<file path="src/rtl/lfsa_pkg.sv">
package lfsa_pkg;

  localparam int TIME_W    = 28;
  localparam int LIMIT_W   = 7;
  localparam int IDX_OUT_W = 6;

  localparam logic [LIMIT_W-1:0] LIMIT_RESET = 7'd64;

  // item operation codes
  localparam logic OP_ALLOC = 1'b0;
  localparam logic OP_CLEAR = 1'b1;

  // update command from the pipeline to the slot bank
  typedef struct packed {
    logic en;
    logic clear;
    logic grant;
  } lfsa_upd_t;

endpackage

</file>
<file path="src/rtl/lowest_free_slot_allocator.sv">
// a word is registered in the first stage, its result word in the output register
// throughput: one word per cycle when out_stall is low, set by the parallel compare
//   of all NUM_SLOTS release times and the lowest-free priority encoder
// reset: all slots free, slots_in_use back to 64, both pipeline stages empty;
//   stored release times are not reset and are only read for busy slots
module lowest_free_slot_allocator import lfsa_pkg::*; #(
  parameter int NUM_SLOTS = 64
) (
  input  logic                 clk,
  input  logic                 rst,
  input  logic                 cfg_valid,
  output logic                 cfg_ready,
  input  logic [LIMIT_W-1:0]   cfg_data,
  input  logic                 in_valid,
  output logic                 in_stall,
  input  logic                 op,
  input  logic [TIME_W-1:0]    arrival_time,
  input  logic [TIME_W-1:0]    departure_time,
  output logic                 out_valid,
  input  logic                 out_stall,
  output logic                 granted,
  output logic [IDX_OUT_W-1:0] slot_index
);

  localparam int IDX_W = (NUM_SLOTS > 1) ? $clog2(NUM_SLOTS) : 1;

  logic [LIMIT_W-1:0]   slots_in_use;
  logic                 s1_valid;
  logic                 s1_op;
  logic [TIME_W-1:0]    s1_arrival;
  logic [TIME_W-1:0]    s1_departure;
  logic                 out_adv;
  logic                 s1_adv;
  logic                 in_acc;
  logic                 found;
  logic                 grant;
  logic [IDX_W-1:0]     found_idx;
  logic [NUM_SLOTS-1:0] free_mask;
  lfsa_upd_t            upd;

  assign cfg_ready = 1'b1;

  always_ff @(posedge clk) begin
    if (rst) begin
      slots_in_use <= LIMIT_RESET;
    end else if (cfg_valid && cfg_ready) begin
      slots_in_use <= cfg_data;
    end
  end

  assign out_adv  = !out_valid || !out_stall;
  assign s1_adv   = s1_valid && out_adv;
  assign in_stall = s1_valid && !out_adv;
  assign in_acc   = in_valid && !in_stall;

  always_ff @(posedge clk) begin
    if (rst) begin
      s1_valid <= 1'b0;
    end else if (in_acc) begin
      s1_valid <= 1'b1;
    end else if (s1_adv) begin
      s1_valid <= 1'b0;
    end
  end

  always_ff @(posedge clk) begin
    if (in_acc) begin
      s1_op        <= op;
      s1_arrival   <= arrival_time;
      s1_departure <= departure_time;
    end
  end

  lfsa_slot_bank #(
    .NUM_SLOTS (NUM_SLOTS),
    .IDX_W     (IDX_W)
  ) u_bank (
    .clk          (clk),
    .rst          (rst),
    .slots_in_use (slots_in_use),
    .arrival      (s1_arrival),
    .departure    (s1_departure),
    .upd          (upd),
    .grant_idx    (found_idx),
    .free_mask    (free_mask)
  );

  lfsa_prio_enc #(
    .N     (NUM_SLOTS),
    .IDX_W (IDX_W)
  ) u_enc (
    .req   (free_mask),
    .found (found),
    .idx   (found_idx)
  );

  assign grant     = found && (s1_op == OP_ALLOC);
  assign upd.en    = s1_adv;
  assign upd.clear = (s1_op == OP_CLEAR);
  assign upd.grant = grant;

  always_ff @(posedge clk) begin
    if (rst) begin
      out_valid <= 1'b0;
    end else if (s1_adv) begin
      out_valid <= 1'b1;
    end else if (!out_stall) begin
      out_valid <= 1'b0;
    end
  end

  // slot index is masked to the output width, and is zero when not granted
  always_ff @(posedge clk) begin
    if (s1_adv) begin
      granted    <= grant;
      slot_index <= grant ? IDX_OUT_W'(found_idx) : '0;
    end
  end

`ifndef NO_ASSERTIONS
  a_stall_needs_word: assert property (@(posedge clk) disable iff (rst)
    in_stall |-> s1_valid)
    else $error("input stalled with an empty first stage");

  a_adv_gives_result: assert property (@(posedge clk) disable iff (rst)
    s1_adv |=> out_valid)
    else $error("advanced word did not reach the output register");

  a_found_is_free: assert property (@(posedge clk) disable iff (rst)
    found |-> free_mask[found_idx])
    else $error("encoder picked a slot that is not free");

  a_reject_zero_index: assert property (@(posedge clk) disable iff (rst)
    (out_valid && !granted) |-> (slot_index == '0))
    else $error("rejected result carries a non-zero index");
`endif

endmodule

</file>
<file path="src/rtl/lfsa_prio_enc.sv">
module lfsa_prio_enc #(
  parameter int N     = 64,
  parameter int IDX_W = 6
) (
  input  logic [N-1:0]     req,
  output logic             found,
  output logic [IDX_W-1:0] idx
);

  // lowest set bit wins
  always_comb begin
    found = 1'b0;
    idx   = '0;
    for (int i = N - 1; i >= 0; i--) begin
      if (req[i]) begin
        found = 1'b1;
        idx   = IDX_W'(i);
      end
    end
  end

endmodule

</file>
<file path="src/rtl/lfsa_slot_bank.sv">
module lfsa_slot_bank import lfsa_pkg::*; #(
  parameter int NUM_SLOTS = 64,
  parameter int IDX_W     = 6
) (
  input  logic               clk,
  input  logic               rst,
  input  logic [LIMIT_W-1:0] slots_in_use,
  input  logic [TIME_W-1:0]  arrival,
  input  logic [TIME_W-1:0]  departure,
  input  lfsa_upd_t          upd,
  input  logic [IDX_W-1:0]   grant_idx,
  output logic [NUM_SLOTS-1:0] free_mask
);

  logic [NUM_SLOTS-1:0] busy;
  logic [NUM_SLOTS-1:0] busy_next;
  logic [NUM_SLOTS-1:0] kept;
  logic [NUM_SLOTS-1:0] eligible;
  logic [TIME_W-1:0]    release_time [NUM_SLOTS];

  for (genvar g = 0; g < NUM_SLOTS; g++) begin : g_slot
    // a slot is released when its time is strictly earlier than arrival, or by a clear
    assign kept[g]      = busy[g] && !(release_time[g] < arrival);
    assign eligible[g]  = g < int'(slots_in_use);
    assign free_mask[g] = !kept[g] && eligible[g];
  end

  always_comb begin
    busy_next = kept;
    if (upd.grant) begin
      busy_next[grant_idx] = 1'b1;
    end
    if (upd.clear) begin
      busy_next = '0;
    end
  end

  always_ff @(posedge clk) begin
    if (rst) begin
      busy <= '0;
    end else if (upd.en) begin
      busy <= busy_next;
    end
  end

  always_ff @(posedge clk) begin
    if (upd.en && !upd.clear && upd.grant) begin
      release_time[grant_idx] <= departure;
    end
  end

endmodule
</file>
<file path="config.mk">
export PLATFORM = sky130hd
export DESIGN_NAME = lowest_free_slot_allocator
export DESIGN_NICKNAME = d
export VERILOG_FILES = /design/src/rtl/lfsa_pkg.sv /design/src/rtl/lowest_free_slot_allocator.sv /design/src/rtl/lfsa_prio_enc.sv /design/src/rtl/lfsa_slot_bank.sv
export SDC_FILE = /design/constraint.sdc
export NUM_CORES = 2
export LEC_CHECK = 0
export BUFFER_PORTS_ARGS = -buffer_cell sky130_fd_sc_hd__buf_2
export CORE_ASPECT_RATIO = 0.6
export CORE_MARGIN = 2
export CORE_UTILIZATION = 60
export DETAILED_ROUTE_END_ITERATION = 6
export HOLD_SLACK_MARGIN = 0.03
export PLACE_DENSITY = 0.81
export SYNTH_ARGS = -nofsm -noshare
export SYNTH_HDL_FRONTEND = slang
export SYNTH_SLANG_ARGS = --single-unit
</file>
<file path="constraint.sdc">
create_clock -name clk -period 8.1 [get_ports clk]
set_clock_uncertainty 0.05 [all_clocks]
set_input_delay 0 -clock clk [delete_from_list [all_inputs] [get_ports clk]]
set_output_delay 0 -clock clk [all_outputs]
set_load 0.05 [all_outputs]
</file>
==> metrics.cfg <==
[synthesis]
synthFlopType = edfxtp_1
synth.area.top_cells = edfxtp_1 56%, ha_1 22%, o21ai_0 2.2%
synth_compound_area_share_pct = 12.2
syn-cell-area_sq_um = 98800
synth_top_family_by_area = adder cells
ys_ff_latch = 1929
synthDistinctLibCells = 103
syn_nets = 8881
yosys.area_share.simple_pct = 7.25
ys_seq_area_share_pct = 57.9
synth-adder-area-share_pct = 21.9
synth_xor_xnor_area_share_pct = 0
synthTopCellsByCount = 1,856 x edfxtp_1, 1,728 x ha_1, 428 x o21ai_0
synth.most_common_cell = edfxtp_1
synth_top_area_share_pct = 56.4
muxShareOfSynthArea_pct = 0.0608
ys_warn_count = 0
synth_cells = 7084
synth_edf_count = 1856
ys_async_sr_fraction_pct = 0
synth_top_area_cell = edfxtp_1
avgSynthCellArea_sq_um = 14.0

[min_path]
hp-class = in -> reg

[critical_path]
worst_r2r_path_depth = 16
worstPathCellList = inv_4, buf_4, ha_1, o21ai_0, nor3_1, or4_1, o31a_1, o32ai_1, nor2b_1, a21boi_0, o211a_1, o311a_1, nor3_2, nand3_2, nor2_2, buf_4
cp-start-kind = register
ff2ff_setup_slack_ns = 0.95
crit_path_end = u_bank.release_time[53][4]
cp.required_ns = 8.56
path_buf_inv = 3
worst_path_largest_cell_delay_ns = 0.75
path_depth = 16
critPathSlowestCell = nand3_2
r2r-start = s1_arrival[8]
path_max_fanout = 30
startpoint = s1_arrival[8]
end_kind = register
timing.rr.end = u_bank.release_time[53][4]
path_class = reg -> reg
worst_ep_arrival_time_ns = 7.61
path_delay_family = simple AND/OR/NAND/NOR gates
crit_path_frequent_cell = buf_4

[timing]
slew_viol_final = 0
rsz0062_at_grt = no
timing.final.crit_share_pct = 88.3
relSlewSlack_pct = 8.24
min_period_ns = 7.15
setup-violations-final = 0
worst_slack_ns = 0.951
hold_slack_ns = 0.145
setup_tns_ns = 0
clock.fmax_ghz = 0.140
hold_violations = 0
tightest_slew_ns = 1.37

[detailed_routing]
dr_wl_met3_um = 59000
drc = 0
routed_via_density = 7.23
drtIter0Drc = 12600
met1_length_um = 124000
wl_um = 338000
highest_layer = met5
detail-route-antenna-nets = 0
firstDrtPassIters = 7
wl_per_cell_um = 33.6
vias = 72600
wl_met2_um = 136000

[power]
power_density_nw_per_um2 = 195
p_int_mw = 16.4
irDropWorstVdd_mv = 0.212
p_sw_share_pct = 24.9
clockPowerShare_pct = 39.8
power.switching_mw = 5.44
p_seq_share_pct = 50.3
p_leak_nw = 42.6
total_power_mw = 21.8
comb_power_share_pct = 9.9

[clock_tree]
cts_setup_buffers = 0
cts_tree = built
clk_latency_ns = 0.87
cts_root_buf = clkbuf_16
cts_resized = 0
cts_buffers = 183
clock-sinks = 1929
h-tree-depth = 4
cts.path.max_buffers = 4
clkTransAtPathRegs_ns = 0.06

[die]
die_y_um = 318
num_rows = 115
io_pins = 79
die_w_um = 528
coreArea_sq_um = 164000
die_area_sq_um = 168000
initial_utilization_pct = 60.4

[cells_and_area]
area_growth_syn_to_layout_pct = 13.0
fin_nets = 9520
seq_area_sq_um = 57200
multiInputGateArea_sq_um = 41100
utilization_pct = 68.2
n_fill_cell = 10800
drive_gt1_share_pct = 10.1

[flow_run]
max-cap-violations = 0

[place]
io_buffers = 77
pre_cts_slack_ns = 1.32
place_hpwl_um = 212000
gp_congestion = 1.06

[grt]
grt_start_max_net_pins = 58
grt_pass1_wl_um = 479000
grt_overflow = 0
antenna_found_initial = 39
grt_pass1_vias = 70500
grt_util_all_layers_pct = 39.5

[run_status]
outcome = completed

-- worst min path at each step --
stage | cells past startpoint | from | slack (ns) | end
after detailed placement | 1 | departure_time[4] | 0.13 | s1_departure[4]
after floorplan | 0 | arrival_time[0] | 0.05 | s1_arrival[0]
after CTS | 4 | cfg_valid | 0.13 | slots_in_use[6]
final | 4 | cfg_valid | 0.14 | slots_in_use[6]
after global routing | 4 | cfg_valid | 0.16 | slots_in_use[6]
after global placement | 1 | departure_time[1] | 0.13 | s1_departure[1]
-- kinds of logic after synthesis --
family	after synthesis
other	1
AND/OR/NAND/NOR	1417
adder cells (fa/ha/maj)	1728
flip-flops	1929
multiplexers	6
AO/OA/AOI/OAI	1830
buffers and inverters	173
-- state kept, by name, indices dropped and copies added, names as in the netlist --
signal / cells
slot_index: 6
s1_arrival: 28
s1_valid: 1
u_bank.release_time: 1792
s1_op: 1
out_valid: 1
u_bank.busy: 64
s1_departure: 28
granted: 1
slots_in_use: 7
-- stage by stage --
stage | std cells | cell area [sq um]
3_5_place_dp | 9553 | 104000
3_3_place_gp | 9553 | 104000
5_1_grt | 10000 | 112000
6_report | 10000 | 112000
4_1_cts | 10000 | 112000
2_1_floorplan | 7084 | 98800
-- worst reg2reg max path, cell delays in order, from the launching register on --
cell and delay [ns]:
edfxtp_1 0.41, inv_4 0.71, buf_4 0.61, ha_1 0.33, o21ai_0 0.22, nor3_1 0.07, or4_1 0.50, o31a_1 0.39
o32ai_1 0.30, nor2b_1 0.25, a21boi_0 0.19, o211a_1 0.28, o311a_1 0.43, nor3_2 0.38, nand3_2 0.75, nor2_2 0.50
buf_4 0.42
-- layout make-up --
| type | instances | area share (%) |
|---|---|---|
| sequential | 1929 | 51.2 |
| timing repair buffer | 516 | 3.90 |
| antenna | 14 | 0.0314 |
| tap | 2164 | 2.42 |
| clock buffer | 234 | 4.42 |
| inverter | 111 | 0.433 |
| clock inverter | 92 | 0.766 |
| multi-input combinational | 4982 | 36.8 |
-- power groups by stage --
| stage | registers (mW) | logic, mW | clock network (mW) |
|---|---|---|---|
| CTS | 11.0 | 2.05 | 8.63 |
| detailed placement | 11.2 | 1.97 | 0 |
| global route | 11.0 | 2.25 | 9.03 |
| floorplan | 11.3 | 0.932 | 0 |
| global placement | 11.2 | 1.88 | 0 |
| finish | 11.0 | 2.17 | 8.68 |
-- cells in the final DEF (no fill, tap or decap), types with 45 or more instances in the layout --
cell type      instances
nor3_1               138
nand2_1              312
nand3_1              108
a2111oi_0             51
o21ai_0              426
clkbuf_16            187
buf_4                266
a21o_1               175
dlygate4sd3_1        149
edfxtp_1            1856
o21a_1                94
o211ai_1              86
ha_1                1728
nor2_2                49
buf_2                 77
o2111ai_1             45
nor2_1               262
dfxtp_1               73
nand2b_1              75
a21oi_1              423
a211oi_1             132
nand4_1              206
inv_1                 83
-- per-layer routing --
metal	global-route usage, %	up-vias
met5	0	-
met4	18.4	16
met3	14.6	1307
met2	55.3	6442
met1	54.7	34800
li1	-	30000
-- timing repair --
item	4_1_cts	5_1_grt
hold endpoints to repair	98	0
hold buffers	149	0
endpoints found under the setup margin	0	0
Power figures use the tool's default switching activity.
